`config.mk`:
```
export PLATFORM = sky130hd
export DESIGN_NAME = audio_peak_limiter
export DESIGN_NICKNAME = d
export VERILOG_FILES = /design/src/apl_pkg.sv /design/src/apl_queue.sv /design/src/apl_front.sv /design/src/apl_div.sv /design/src/apl_back.sv /design/src/audio_peak_limiter.sv
export SDC_FILE = /design/constraint.sdc
export NUM_CORES = 2
export LEC_CHECK = 0
export BUFFER_PORTS_ARGS = -buffer_cell sky130_fd_sc_hd__buf_2
export CORE_MARGIN = 8
export CORE_UTILIZATION = 40
export CTS_CLUSTER_DIAMETER = 60
export DETAILED_ROUTE_END_ITERATION = 7
export GPL_TIMING_DRIVEN = 0
export PLACE_DENSITY = 0.65
export SLEW_MARGIN = 20
export SYNTH_ARGS = -nofsm -noshare
export SYNTH_HDL_FRONTEND = slang
export SYNTH_SLANG_ARGS = --single-unit
```
`constraint.sdc`:
```
create_clock -name clk -period 10 [get_ports clk]
set_input_delay 1 -clock clk [delete_from_list [all_inputs] [get_ports clk]]
set_output_delay 1 -clock clk [all_outputs]
set_load 0.01 [all_outputs]
```
`src/apl_pkg.sv`:
```
// Shared types, widths, register indexes and reset values of the peak limiter.
// No dependencies; every other file imports it.
`timescale 1ns / 1ps

package apl_pkg;

  // Sample format: signed fixed point, 1.0 = 2^FRAC_BITS
  localparam int SAMPLE_BITS   = 24;
  localparam int FRAC_BITS     = 20;
  localparam int PEAK_BITS     = SAMPLE_BITS + 1;
  localparam int RELEASE_BITS  = 21;
  localparam int THRESH_BITS   = 23;

  // Configuration port
  localparam int CFG_IDX_BITS  = 2;
  localparam int CFG_DATA_BITS = THRESH_BITS;

  localparam logic [CFG_IDX_BITS-1:0] REG_RELEASE = CFG_IDX_BITS'(0);
  localparam logic [CFG_IDX_BITS-1:0] REG_THRESH  = CFG_IDX_BITS'(1);
  localparam logic [CFG_IDX_BITS-1:0] REG_STEREO  = CFG_IDX_BITS'(2);
  localparam logic [CFG_IDX_BITS-1:0] REG_ADD     = CFG_IDX_BITS'(3);

  // Reset values: release 64/s at 48 kHz, threshold and peak 1.0, floor 0.001
  localparam logic [RELEASE_BITS-1:0] RELEASE_RESET =
    RELEASE_BITS'((64 * (1 << FRAC_BITS)) / 48000);
  localparam logic [THRESH_BITS-1:0]  THRESH_RESET  = THRESH_BITS'(1 << FRAC_BITS);
  localparam logic [THRESH_BITS-1:0]  THRESH_MIN    =
    THRESH_BITS'(((1 << FRAC_BITS) + 999) / 1000);
  localparam logic [PEAK_BITS-1:0]    PEAK_RESET    = PEAK_BITS'(1 << FRAC_BITS);

  // Divider: quotient bits worked out; anything at or above 2^Q_BITS saturates
  localparam int Q_BITS   = SAMPLE_BITS + 1;
  localparam int DIV_BITS = SAMPLE_BITS + FRAC_BITS;
  localparam int HI_BITS  = DIV_BITS - Q_BITS;
  localparam int CNT_BITS = $clog2(Q_BITS);

  // Queue between front and back
  localparam int QUEUE_DEPTH = 2;
  localparam int QPTR_BITS   = $clog2(QUEUE_DEPTH);
  localparam int QCNT_BITS   = $clog2(QUEUE_DEPTH + 1);

  typedef logic signed [SAMPLE_BITS-1:0] sample_t;

  // One classified frame handed from front to back
  typedef struct packed {
    sample_t                left_sample;
    sample_t                right_sample;
    sample_t                left_mix;
    sample_t                right_mix;
    logic [PEAK_BITS-1:0]   peak;
    logic                   stereo;
    logic                   add;
  } job_t;

  // Status of one divider lane
  typedef struct packed {
    logic                   done;
    logic                   ovf;
    logic [Q_BITS-1:0]      quot;
  } div_res_t;

  // Magnitude of a signed sample; the most negative value maps to 2^(SAMPLE_BITS-1)
  function automatic logic [SAMPLE_BITS-1:0] mag_f(sample_t x);
    logic [SAMPLE_BITS-1:0] u;
    u = x;
    mag_f = u[SAMPLE_BITS-1] ? (~u + SAMPLE_BITS'(1)) : u;
  endfunction

endpackage

```
`src/apl_queue.sv`:
```
// Two-entry queue of classified frames between the front and the back.
// Depends on apl_pkg for job_t and the queue depth.
`timescale 1ns / 1ps

module apl_queue (
  input  logic          clk,
  input  logic          rst_n,
  input  logic          push_valid,
  output logic          push_ready,
  input  apl_pkg::job_t push_data,
  output logic          pop_valid,
  input  logic          pop_ready,
  output apl_pkg::job_t pop_data
);
  import apl_pkg::*;

  job_t                  mem_r [QUEUE_DEPTH];
  logic [QPTR_BITS-1:0]  wr_ptr_r, rd_ptr_r;
  logic [QCNT_BITS-1:0]  cnt_r;
  logic                  push_fire, pop_fire;

  assign push_ready = (cnt_r != QCNT_BITS'(QUEUE_DEPTH));
  assign pop_valid  = (cnt_r != '0);
  assign pop_data   = mem_r[rd_ptr_r];
  assign push_fire  = push_valid && push_ready;
  assign pop_fire   = pop_valid && pop_ready;

  // Store the pushed beat
  always_ff @(posedge clk) begin
    if (push_fire) begin
      mem_r[wr_ptr_r] <= push_data;
    end
  end

  // Advance pointers and fill count
  always_ff @(posedge clk) begin
    if (!rst_n) begin
      wr_ptr_r <= '0;
      rd_ptr_r <= '0;
      cnt_r    <= '0;
    end else begin
      if (push_fire) begin
        wr_ptr_r <= wr_ptr_r + QPTR_BITS'(1);
      end
      if (pop_fire) begin
        rd_ptr_r <= rd_ptr_r + QPTR_BITS'(1);
      end
      if (push_fire && !pop_fire) begin
        cnt_r <= cnt_r + QCNT_BITS'(1);
      end else if (pop_fire && !push_fire) begin
        cnt_r <= cnt_r - QCNT_BITS'(1);
      end
    end
  end

endmodule

```
`src/apl_front.sv`:
```
// Front of the limiter: configuration registers, level detection and peak tracking.
// Depends on apl_pkg; feeds classified frames into apl_queue.
`timescale 1ns / 1ps

module apl_front (
  input  logic                                 clk,
  input  logic                                 rst_n,
  input  logic                                 cfg_wr_en,
  input  logic [apl_pkg::CFG_IDX_BITS-1:0]     cfg_index,
  input  logic [apl_pkg::CFG_DATA_BITS-1:0]    cfg_data,
  input  logic                                 in_valid,
  output logic                                 in_ready,
  input  apl_pkg::sample_t                     in_left_sample,
  input  apl_pkg::sample_t                     in_right_sample,
  input  apl_pkg::sample_t                     in_left_mix,
  input  apl_pkg::sample_t                     in_right_mix,
  output logic                                 push_valid,
  input  logic                                 push_ready,
  output apl_pkg::job_t                        push_data
);
  import apl_pkg::*;

  localparam logic F_IDLE = 1'b0;
  localparam logic F_PUSH = 1'b1;

  logic                     state_r, state_nxt;
  logic [RELEASE_BITS-1:0]  release_r;
  logic [THRESH_BITS-1:0]   thresh_r, thresh_val;
  logic                     stereo_r, add_r;
  logic [PEAK_BITS-1:0]     peak_r, peak_nxt;

  sample_t                  lsamp_r, rsamp_r, lmix_r, rmix_r;
  logic                     job_stereo_r, job_add_r;
  logic [PEAK_BITS-1:0]     level_r, level_nxt;

  logic [SAMPLE_BITS-1:0]   lp, rp, m, d, mind;
  logic [PEAK_BITS:0]       decay;
  logic                     in_fire;

  assign in_ready = (state_r == F_IDLE);
  assign in_fire  = in_valid && in_ready;

  // Configuration writes; threshold below 0.001 is raised to 0.001
  assign thresh_val = cfg_data[THRESH_BITS-1:0];

  always_ff @(posedge clk) begin
    if (!rst_n) begin
      release_r <= RELEASE_RESET;
      thresh_r  <= THRESH_RESET;
      stereo_r  <= 1'b0;
      add_r     <= 1'b0;
    end else if (cfg_wr_en) begin
      unique case (cfg_index)
        REG_RELEASE: release_r <= cfg_data[RELEASE_BITS-1:0];
        REG_THRESH:  thresh_r  <= (thresh_val < THRESH_MIN) ? THRESH_MIN : thresh_val;
        REG_STEREO:  stereo_r  <= cfg_data[0];
        REG_ADD:     add_r     <= cfg_data[0];
        default:     ;
      endcase
    end
  end

  // Detected level: |L| in mono, max + half of the smaller magnitude in stereo
  always_comb begin
    lp   = mag_f(in_left_sample);
    rp   = mag_f(in_right_sample);
    m    = (lp > rp) ? lp : rp;
    d    = (lp > rp) ? (lp - rp) : (rp - lp);
    mind = m - d;
    if (stereo_r) begin
      level_nxt = PEAK_BITS'(m) + PEAK_BITS'(mind >> 1);
    end else begin
      level_nxt = PEAK_BITS'(lp);
    end
  end

  // Peak update: take a higher level, else decay linearly down to the threshold
  always_comb begin
    decay = {1'b0, peak_r} - (PEAK_BITS + 1)'(release_r);
    if (level_r > peak_r) begin
      peak_nxt = level_r;
    end else if (decay[PEAK_BITS] || (decay[PEAK_BITS-1:0] < PEAK_BITS'(thresh_r))) begin
      peak_nxt = PEAK_BITS'(thresh_r);
    end else begin
      peak_nxt = decay[PEAK_BITS-1:0];
    end
  end

  // Capture the accepted beat
  always_ff @(posedge clk) begin
    if (in_fire) begin
      lsamp_r      <= in_left_sample;
      rsamp_r      <= in_right_sample;
      lmix_r       <= in_left_mix;
      rmix_r       <= in_right_mix;
      job_stereo_r <= stereo_r;
      job_add_r    <= add_r;
      level_r      <= level_nxt;
    end
  end

  // Hand the frame with its new peak to the queue
  always_comb begin
    push_valid             = (state_r == F_PUSH);
    push_data.left_sample  = lsamp_r;
    push_data.right_sample = rsamp_r;
    push_data.left_mix     = lmix_r;
    push_data.right_mix    = rmix_r;
    push_data.peak         = peak_nxt;
    push_data.stereo       = job_stereo_r;
    push_data.add          = job_add_r;
  end

  always_comb begin
    state_nxt = state_r;
    unique case (state_r)
      F_IDLE:  if (in_fire) state_nxt = F_PUSH;
      F_PUSH:  if (push_ready) state_nxt = F_IDLE;
      default: state_nxt = F_IDLE;
    endcase
  end

  always_ff @(posedge clk) begin
    if (!rst_n) begin
      state_r <= F_IDLE;
      peak_r  <= PEAK_RESET;
    end else begin
      state_r <= state_nxt;
      if (push_valid && push_ready) begin
        peak_r <= peak_nxt;
      end
    end
  end

endmodule

```
`src/apl_div.sv`:
```
// One bit-serial divider lane: |sample| * 2^FRAC_BITS / divisor, one quotient bit a cycle.
// Depends on apl_pkg; quotients of 2^Q_BITS or more are flagged as overflow.
`timescale 1ns / 1ps

module apl_div (
  input  logic                             clk,
  input  logic                             rst_n,
  input  logic                             start,
  input  apl_pkg::sample_t                 sample,
  input  logic [apl_pkg::PEAK_BITS-1:0]    divisor,
  output apl_pkg::div_res_t                res
);
  import apl_pkg::*;

  logic                   busy_r, done_r, ovf_r;
  logic [CNT_BITS-1:0]    cnt_r;
  logic [PEAK_BITS-1:0]   rem_r, div_r, rem_nxt, div_eff;
  logic [Q_BITS-1:0]      sh_r, sh_nxt;
  logic [DIV_BITS-1:0]    dvd;
  logic [HI_BITS-1:0]     dvd_hi;
  logic [PEAK_BITS:0]     trial;
  logic                   ge;

  // Set up the dividend; the high part must stay below the divisor
  always_comb begin
    dvd     = {mag_f(sample), FRAC_BITS'(0)};
    dvd_hi  = dvd[DIV_BITS-1:Q_BITS];
    div_eff = (divisor == '0) ? PEAK_BITS'(1) : divisor;
  end

  // One restoring step
  always_comb begin
    trial   = {rem_r, sh_r[Q_BITS-1]};
    ge      = (trial >= {1'b0, div_r});
    rem_nxt = ge ? PEAK_BITS'(trial - {1'b0, div_r}) : trial[PEAK_BITS-1:0];
    sh_nxt  = {sh_r[Q_BITS-2:0], ge};
  end

  always_ff @(posedge clk) begin
    if (start) begin
      rem_r <= PEAK_BITS'(dvd_hi);
      sh_r  <= dvd[Q_BITS-1:0];
      div_r <= div_eff;
      ovf_r <= (PEAK_BITS'(dvd_hi) >= div_eff);
    end else if (busy_r) begin
      rem_r <= rem_nxt;
      sh_r  <= sh_nxt;
    end
  end

  // Step counter and completion pulse
  always_ff @(posedge clk) begin
    if (!rst_n) begin
      busy_r <= 1'b0;
      done_r <= 1'b0;
      cnt_r  <= '0;
    end else begin
      done_r <= 1'b0;
      if (start) begin
        busy_r <= 1'b1;
        cnt_r  <= '0;
      end else if (busy_r) begin
        cnt_r <= cnt_r + CNT_BITS'(1);
        if (cnt_r == CNT_BITS'(Q_BITS - 1)) begin
          busy_r <= 1'b0;
          done_r <= 1'b1;
        end
      end
    end
  end

  assign res.done = done_r;
  assign res.ovf  = ovf_r;
  assign res.quot = sh_r;

endmodule

```
`src/apl_back.sv`:
```
// Back of the limiter: divides both channels by the peak, mixes, saturates, holds the result.
// Depends on apl_pkg and apl_div; pops frames from apl_queue.
`timescale 1ns / 1ps

module apl_back (
  input  logic                 clk,
  input  logic                 rst_n,
  input  logic                 pop_valid,
  output logic                 pop_ready,
  input  apl_pkg::job_t        pop_data,
  output logic                 out_valid,
  input  logic                 out_ready,
  output apl_pkg::sample_t     out_left_out,
  output apl_pkg::sample_t     out_right_out
);
  import apl_pkg::*;

  localparam logic [1:0] B_IDLE = 2'd0;
  localparam logic [1:0] B_RUN  = 2'd1;
  localparam logic [1:0] B_DONE = 2'd2;

  localparam sample_t SAT_MAX = {1'b0, {(SAMPLE_BITS-1){1'b1}}};
  localparam sample_t SAT_MIN = {1'b1, {(SAMPLE_BITS-1){1'b0}}};

  logic [1:0]   state_r, state_nxt;
  job_t         job_r;
  div_res_t     res_left, res_right;
  logic         start, out_load;
  logic         out_valid_r;
  sample_t      out_left_r, out_right_r;

  // Apply the sign, add the mix input if add is set, clamp to the sample range
  function automatic sample_t limit_f(sample_t x, sample_t mix, logic add, div_res_t d);
    logic signed [Q_BITS:0]   qs;
    logic signed [Q_BITS+1:0] y;
    logic [Q_BITS-SAMPLE_BITS+2:0] top;
    qs = signed'({1'b0, d.quot});
    if (x[SAMPLE_BITS-1]) begin
      qs = -qs;
    end
    y   = (Q_BITS + 2)'(qs) + (add ? (Q_BITS + 2)'(mix) : (Q_BITS + 2)'(0));
    top = y[Q_BITS+1:SAMPLE_BITS-1];
    if (d.ovf) begin
      limit_f = x[SAMPLE_BITS-1] ? SAT_MIN : SAT_MAX;
    end else if ((&top) || !(|top)) begin
      limit_f = y[SAMPLE_BITS-1:0];
    end else begin
      limit_f = y[Q_BITS+1] ? SAT_MIN : SAT_MAX;
    end
  endfunction

  assign pop_ready = (state_r == B_IDLE);
  assign start     = pop_valid && pop_ready;
  assign out_load  = (state_r == B_DONE) && (!out_valid_r || out_ready);

  apl_div u_div_left (
    .clk     (clk),
    .rst_n   (rst_n),
    .start   (start),
    .sample  (pop_data.left_sample),
    .divisor (pop_data.peak),
    .res     (res_left)
  );

  apl_div u_div_right (
    .clk     (clk),
    .rst_n   (rst_n),
    .start   (start),
    .sample  (pop_data.right_sample),
    .divisor (pop_data.peak),
    .res     (res_right)
  );

  // Hold the frame while its lanes run
  always_ff @(posedge clk) begin
    if (start) begin
      job_r <= pop_data;
    end
  end

  always_comb begin
    state_nxt = state_r;
    unique case (state_r)
      B_IDLE:  if (start) state_nxt = B_RUN;
      B_RUN:   if (res_left.done && res_right.done) state_nxt = B_DONE;
      B_DONE:  if (out_load) state_nxt = B_IDLE;
      default: state_nxt = B_IDLE;
    endcase
  end

  // Output register: load when empty or being taken, drop when taken
  always_ff @(posedge clk) begin
    if (!rst_n) begin
      state_r     <= B_IDLE;
      out_valid_r <= 1'b0;
    end else begin
      state_r <= state_nxt;
      if (out_load) begin
        out_valid_r <= 1'b1;
      end else if (out_ready) begin
        out_valid_r <= 1'b0;
      end
    end
  end

  always_ff @(posedge clk) begin
    if (out_load) begin
      out_left_r  <= limit_f(job_r.left_sample, job_r.left_mix, job_r.add, res_left);
      out_right_r <= job_r.stereo ?
                     limit_f(job_r.right_sample, job_r.right_mix, job_r.add, res_right) : '0;
    end
  end

  assign out_valid     = out_valid_r;
  assign out_left_out  = out_left_r;
  assign out_right_out = out_right_r;

endmodule

```
`src/audio_peak_limiter.sv`:
```
// Top level of the peak limiter: front, frame queue and divider back end.
// Depends on apl_pkg, apl_front, apl_queue and apl_back.
//
//   channel   ports                                        handshake
//   input     in_left_sample, in_right_sample,             in_valid / in_ready
//             in_left_mix, in_right_mix
//   result    out_left_out, out_right_out                  out_valid / out_ready
//   config    cfg_index, cfg_data                          cfg_wr_en, no wait
//
// From an accepted beat to out_valid a frame passes the front's capture register, the queue,
// the bit-serial divider lanes, the back's wait for both lanes done and the result register.
// The frame rate is set by the divider lanes (one quotient bit a cycle); the front takes no
// new beat until it has pushed the last one, which it can do only while the queue has room.
// Reset (rst_n low, synchronous) sets the peak to 1.0 and the config, state and pointer registers to defaults.
// A stalled result holds; the back finishes its next frame and waits, the queue
// fills and in_ready drops.
`timescale 1ns / 1ps

module audio_peak_limiter (
  input  logic                                 clk,
  input  logic                                 rst_n,
  input  logic                                 cfg_wr_en,
  input  logic [apl_pkg::CFG_IDX_BITS-1:0]     cfg_index,
  input  logic [apl_pkg::CFG_DATA_BITS-1:0]    cfg_data,
  input  logic                                 in_valid,
  output logic                                 in_ready,
  input  apl_pkg::sample_t                     in_left_sample,
  input  apl_pkg::sample_t                     in_right_sample,
  input  apl_pkg::sample_t                     in_left_mix,
  input  apl_pkg::sample_t                     in_right_mix,
  output logic                                 out_valid,
  input  logic                                 out_ready,
  output apl_pkg::sample_t                     out_left_out,
  output apl_pkg::sample_t                     out_right_out
);
  import apl_pkg::*;

  logic  push_valid, push_ready, pop_valid, pop_ready;
  job_t  push_data, pop_data;

  apl_front u_front (
    .clk             (clk),
    .rst_n           (rst_n),
    .cfg_wr_en       (cfg_wr_en),
    .cfg_index       (cfg_index),
    .cfg_data        (cfg_data),
    .in_valid        (in_valid),
    .in_ready        (in_ready),
    .in_left_sample  (in_left_sample),
    .in_right_sample (in_right_sample),
    .in_left_mix     (in_left_mix),
    .in_right_mix    (in_right_mix),
    .push_valid      (push_valid),
    .push_ready      (push_ready),
    .push_data       (push_data)
  );

  apl_queue u_queue (
    .clk        (clk),
    .rst_n      (rst_n),
    .push_valid (push_valid),
    .push_ready (push_ready),
    .push_data  (push_data),
    .pop_valid  (pop_valid),
    .pop_ready  (pop_ready),
    .pop_data   (pop_data)
  );

  apl_back u_back (
    .clk           (clk),
    .rst_n         (rst_n),
    .pop_valid     (pop_valid),
    .pop_ready     (pop_ready),
    .pop_data      (pop_data),
    .out_valid     (out_valid),
    .out_ready     (out_ready),
    .out_left_out  (out_left_out),
    .out_right_out (out_right_out)
  );

endmodule

```
# ---- Yosys cells after proc, flatten, opt, wreduce, memory -nomap -nowiden
# Memory sizes are Yosys's and may differ from the RTL's. A register that Yosys moved wholly into a read port is not among the register bits.
# Cells that the tools add are included.
dict set report totals {
  ff_bits 489
  mem_bits_rw 246
  inputBits 126
  out_inout_bits 50
  wordCells 187
  n_memories 1
}
dict set report classes {
  add_sub_neg 21
  order_cmp 8
  eq_ne 11
  muxes 58
  bitwise 8
  reduce_logical 36
}
# memory words width read_ports rd_ports_with_merged_regs write_ports line_no
set mem_list {}
lappend mem_list {u_queue.mem_r 2 123 1 1 1 apl_queue.sv:17} ;# job_t mem_r [QUEUE_DEPTH];
# cell count
set ops {}
lappend ops {{$mux W24} 15}
lappend ops {{$mux W25} 9}
lappend ops {{$mux W26} 4}
lappend ops {{$add A24 B1 Y24 const B} 4}
lappend ops {{$not A24 Y24} 4}
lappend ops {{$mux W19} 4}
lappend ops {{$sub A24 B24 Y24} 3}
lappend ops {{$add A26 B27 Y27} 2}
lappend ops {{$mux W27} 2}
lappend ops {{$ge A26 B25 Y1} 2}
lappend ops {{$neg A25 Y26} 2}
lappend ops {{$ge A19 B25 Y1} 2}
lappend ops {{$sub A25 B25 Y25} 2}
lappend ops {{$sub A25 B21 Y26} 1}
lappend ops {{$add A24 B23 Y25} 1}
lappend ops {{$gt A25 B25 Y1} 1}
lappend ops {{$logic_not A25 Y1} 1}
lappend ops {{$lt A25 B23 Y1} 1}
lappend ops {{$gt A24 B24 Y1} 1}
lappend ops {{$lt A23 B11 Y1 const B} 1}
lappend ops {{$mux W23} 1}
lappend ops {{$mux W1} 16}
lappend ops {{$add A5 B1 Y5 const B} 2}
lappend ops {{$eq A5 B5 Y1 const B} 2}
lappend ops {{22 further kinds} 59}

# ---- Logic depth before layout (Yosys ltp)
dict set report depth {
  depth_word 10
  ltp_mapped 45
}

# ---- Modules after synthesis
# From an unflattened synthesis, not the netlist that was laid out.
dict set report hier_totals {
  hier_cells 4221
  area_unflattened_um2 44036.0
}
# module n_inst cells_per_inst area_per_inst_um2
set by_module_without_submodules {}
lappend by_module_without_submodules {apl_front 1 1750 15322.2}
lappend by_module_without_submodules {apl_queue 1 407 9407.8}
lappend by_module_without_submodules {apl_back 1 791 7780.0}
lappend by_module_without_submodules {{apl_div (u_back.u_div_left)} 1 646 5774.3}
lappend by_module_without_submodules {{apl_div (u_back.u_div_right)} 1 627 5751.8}

# ---- Worst setup path before layout
# OpenSTA, ideal clock, no wires.
dict set report synth_timing {
  path_kind {input-to-reg}
  from {in in_left_sample[11]}
  to {reg u_front.level_r[21], data pin}
  setup_ns 0.268
  arrival_ns 9.605
  required_time_ns 9.732
  setup_slack_ns 0.127
  stages 40
  path_buffers 4
  path_cell_list {or4_1 -> or3_1 -> clkbuf_1 -> o21ai_0 -> xor2_1 -> inv_1 -> ha_1 -> nand2_1 -> or3_1 -> a211oi_1 -> a211oi_1 -> or4_4 -> o21ai_4 -> buf_2 -> buf_1 -> clkbuf_1 -> nand2_1 -> o21ai_0 -> [4 not listed] -> a21oi_1 -> nor3b_1 -> a311oi_1 -> mux2i_1 -> nand2_1 -> o21ai_1 -> a31oi_2 -> o211ai_1 -> a31oi_1 -> xnor2_1 -> ha_1 -> and3_1 -> a221o_1 -> nor3_1 -> a21oi_1 -> a21o_1 -> a211oi_2 -> o22ai_2}
}
dict set report synth_via {
  elab_chain_cells 8
}
# element line_no
set synth_rtl {}
lappend synth_rtl {{start, declared} audio_peak_limiter.sv:27} ;# input apl_pkg::sample_t in_left_sample,
lappend synth_rtl {{$not A24 Y24} apl_pkg.sv:66} ;# mag_f = u[SAMPLE_BITS-1] ? (~u + SAMPLE_BITS'(1)) : u;
lappend synth_rtl {{$add A24 B1 Y24} apl_pkg.sv:66}
lappend synth_rtl {{$mux W24 (*)} apl_pkg.sv:66}
lappend synth_rtl {{$sub A24 B24 Y24 / $gt A24 B24 Y1 (equally long branches)} {apl_front.sv:68, apl_front.sv:67}}
lappend synth_rtl {{$mux W24, on equally long branches} {apl_front.sv:68, apl_front.sv:67}}
lappend synth_rtl {{$sub A24 B24 Y24} apl_front.sv:69} ;# mind = m - d;
lappend synth_rtl {{$add A24 B23 Y25} apl_front.sv:71} ;# level_nxt = PEAK_BITS'(m) + PEAK_BITS'(mind >> 1);
lappend synth_rtl {{$mux W24 (*)} apl_front.sv:70} ;# if (stereo_r) begin
lappend synth_rtl {{net u_front.level_nxt[21]} apl_front.sv:34} ;# logic [PEAK_BITS-1:0] level_r, level_nxt;
lappend synth_rtl {{end signal, assigned} apl_front.sv:98} ;# level_r <= level_nxt;
lappend synth_rtl {{end, declared} apl_front.sv:34}
# The timed path passes the listed nets; every way through them passes the cells marked *.
# A chain may end at the register's enable or synchronous reset.

# ---- Final worst setup path
dict set report layout_timing {
  from {in in_left_sample[11]}
  to {reg u_front.level_r[23], data pin}
}
# Same word-level chain as after synthesis.

==> impl_results.md <==
- Drt wl/cell: 19.40 um
- Top FF cell, synth: edfxtp_1
- Most common cell in the netlist: edfxtp_1
- Relative slew slack: 0.2922
- Via count: 29840
- Critical path class: in2reg
- Final WL: 108.8 mm
- Sink Count: 690
- Reg2Reg Setup Slack: 1590 ps
- Core box area: 101200 um^2
- CP startpoint: in_left_sample[11]
- Root buffer cell: clkbuf_16
- Syn Std Cell Area: 40580 um^2
- Sequential fraction of the synthesis area: 0.4746
- CTS Hold Bufs: 0
- Total Routing Usage GR: 0.1877
- Sequential Power Share: 0.266
- Slew Viols, Final: 0
- Arr. time, crit path: 9960 ps
- Slew @ Worst Pin: 1061 ps
- Synth-to-Final Area Change: 14.97%
- Reg2reg end: u_back.u_div_left.ovf_r$_DFFE_PP_
- Final period util: 0.9584
- Total Die Area: 111900 um^2
- Ys Warns: 0
- First-pass GRT wire length: 166.2 mm
- Synth Register Bits: 690
- Top cell type's share of synthesized area: 0.4026
- Clk buf depth: 3
- Worst skew pair latency: 640 ps
- Cell-internal power: 8.982 mW
- Final global-route overflow total: 0
- CTS tree: built
- EDFF count, synth: 544
- Die W: 334.5 um
- DP Cell Count: 5431
- Non-Filler Instances: 5605
- Share of layout cells above drive strength 1: 0.1178
- Startpoint Class: input pin
- Final setup viols: 0
- Critical hold path startpoint: u_front.lsamp_r[20]$_DFFE_PP_
- Area after DPL: 43550 um^2
- Fin crit period: 9584 ps
- Most common library cells after synthesis: edfxtp_1 (544), nor2_1 (307), ha_1 (302)
- Initial antenna violation count: 22
- Fin nets: 4600
- Largest net degree at the start of global routing: 49
- IO buf count: 174
- Peak fanout along the critical path: 19
- Htree depth: 3
- Clock Pin Slew Worst Setup and Hold Paths: 60 ps
- Hold Vio Cnt, Final: 0
- Critical Path End Type: register
- Slowest CP cell: or4_1
- Hold_ws: 422.5 ps
- Final instance area: 46650 um^2
- Starting Density: 0.4011
- Post-layout util: 0.4612
- Critical Path End: u_front.level_r[23]$_DFFE_PP_
- First-pass iteration count of the detailed router: 6
- Post-Syn Nets: 4310
- Final Wtd Congestion: 0.8996
- NetSw: 6.530 mW
- Proportion of power drawn by the clock network: 0.191
- DIE HEIGHT: 334.5 um
- Vias/cell: 5.324
- Drt initial violations: 1999
- Num CTS Buffers: 82
- Leak: 17.92 nW
- Cell taking the most area after synthesis: edfxtp_1
- Outcome: finished clean
- Placement Rows: 117
- Synth cell types: 100
- Asr flop ratio synth: 0
- ANT nets after route: 0
- Post-Route Skew: 32.94 ps
- CP required: 10380 ps
- MaxCap Viol Count: 0
- Vias in the first global route: 29150
- Switching Fraction: 0.4210
- Avg Cell Area, Syn: 10.48 um^2
- Critical Path Max Stage Delay: 590 ps
- Final worst slack: 415.7 ps
- Logic pwr share: 0.543
- HPWL Detailed: 85.08 mm
- Worst vdd ir: 162.7 uV
- Cell Pwr Density: 332.5 nW/um^2
- Cell count after synthesis: 3873
- Setup WS pre-CTS: -2516 ps
- # IOs: 176
- Overall power: 15.51 mW
- Reg2Reg Depth: 28
- # DRC: 0
- F_max: 104.3 MHz
- Main area contributors after synthesis: edfxtp_1 (40%), ha_1 (9.3%), dfxtp_1 (7.2%)
- TNS Setup: 0 ps
- Worst min-delay path class: reg2reg
[cells by family (layout without fill, tap and decap cells)]
family / Yosys count / in the layout / share of synthesized area
simple gates: 1021 / 1021 / 0.1209
mux: 229 / 229 / 0.05850
other cells: 0 / 9 / 0
buf+inv: 399 / 754 / 0.03703
compound gates: 925 / 925 / 0.1458
fa+ha+maj: 316 / 316 / 0.09880
xor+xnor: 293 / 293 / 0.06432
flops: 690 / 690 / 0.4746
[metal layers]
| metal | up-vias | wire (um) | track usage | part of all wire |
|---|---|---|---|---|
| met1 | 14170 | 46650 | 0.2361 | 0.43 |
| met4 | 0 | 4627 | 0.07225 | 0.043 |
| met3 | 227 | 5067 | 0.02453 | 0.047 |
| met2 | 739 | 52410 | 0.3271 | 0.48 |
| met5 | - | 0 | 0 | 0 |
| li1 | 14710 | - | - | - |
[final cells by class]
| class | instances | area (um^2) |
|---|---|---|
| diodes | 9 | 22.52 |
| plain buffers | 133 | 554.3 |
| clock buffers | 101 | 2220 |
| clock inverters | 48 | 493.0 |
| fillers | 9317 | 54500 |
| inverters | 265 | 994.7 |
| multi-input cells | 2784 | 20030 |
| flip-flops and latches | 690 | 19260 |
| well taps | 1368 | 1712 |
| repair buffers | 207 | 1364 |
[what timing repair did]
action                     CTS  global route
pin swaps                    4            12
setup endpoints to repair   19            15
resized for setup           23            36
buffers inserted             4            13
[worst max-delay path, delay by kind of cell]
| kind | cells | cell delay [ps] |
|---|---|---|
| simple gates | 11 | 2300 |
| mux | 1 | 250 |
| buf+inv | 6 | 1110 |
| compound gates | 17 | 3460 |
| fa+ha+maj | 4 | 1310 |
| xor+xnor | 2 | 480 |
[worst min path at each step]
stage,end,slack (ps),depth (start not counted)
after floorplan,u_front.job_add_r$_DFFE_PP_,410,0
after global placement,u_queue.mem_r[0][101]$_DFFE_PP_,420,0
after detailed placement,u_queue.mem_r[0][112]$_DFFE_PP_,430,0
after CTS,u_queue.mem_r[1][108]$_DFFE_PP_,420,0
after global routing,u_queue.mem_r[1][108]$_DFFE_PP_,440,0
final,u_queue.mem_r[0][119]$_DFFE_PP_,420,0
[power groups by stage]
stage | clock network, mW | registers [mW] | logic [mW]
floorplan | 0 | 4.13 | 6.18
global placement | 0 | 4.25 | 8.03
detailed placement | 0 | 4.18 | 8.20
CTS | 3.02 | 4.13 | 8.31
global route | 3.14 | 4.17 | 9.37
finish | 2.96 | 4.13 | 8.42
[sequential cells by signal, summed over array words and instances, names as in the netlist, 25 cells and up, named ones only]
name	flops
u_front.peak_r	25
u_back.u_div_right.sh_r	25
u_back.u_div_left.sh_r	25
u_back.job_r	52
u_queue.mem_r	246
u_back.u_div_left.rem_r	25
u_back.u_div_left.div_r	25
u_front.level_r	25
u_back.u_div_right.rem_r	25
[placed cells by master (no fill, tap or decap), drive strengths merged, types with 19 or more instances in the layout]
cell type | netlist | layout
nand4 | 30 | 30
clkinv | 1 | 30
o211ai | 19 | 19
o31ai | 52 | 52
dfxtp | 146 | 146
nand2 | 267 | 267
o21ai | 247 | 247
nand2b | 48 | 48
nor3 | 62 | 62
and3 | 30 | 30
xnor2 | 186 | 186
o21a | 51 | 51
clkbuf | 101 | 202
o21bai | 28 | 28
a211oi | 24 | 24
mux2i | 167 | 167
nor2b | 30 | 30
nor4 | 20 | 20
a21oi | 280 | 280
a21o | 51 | 51
ha | 302 | 302
a21boi | 21 | 21
a211o | 24 | 24
edfxtp | 544 | 544
inv | 264 | 275
nand3 | 67 | 67
mux2 | 62 | 62
nor2 | 307 | 307
xor2 | 106 | 106
and2 | 69 | 69
buf | 33 | 239
or3 | 28 | 28
Power figures use the tool's default switching activity.
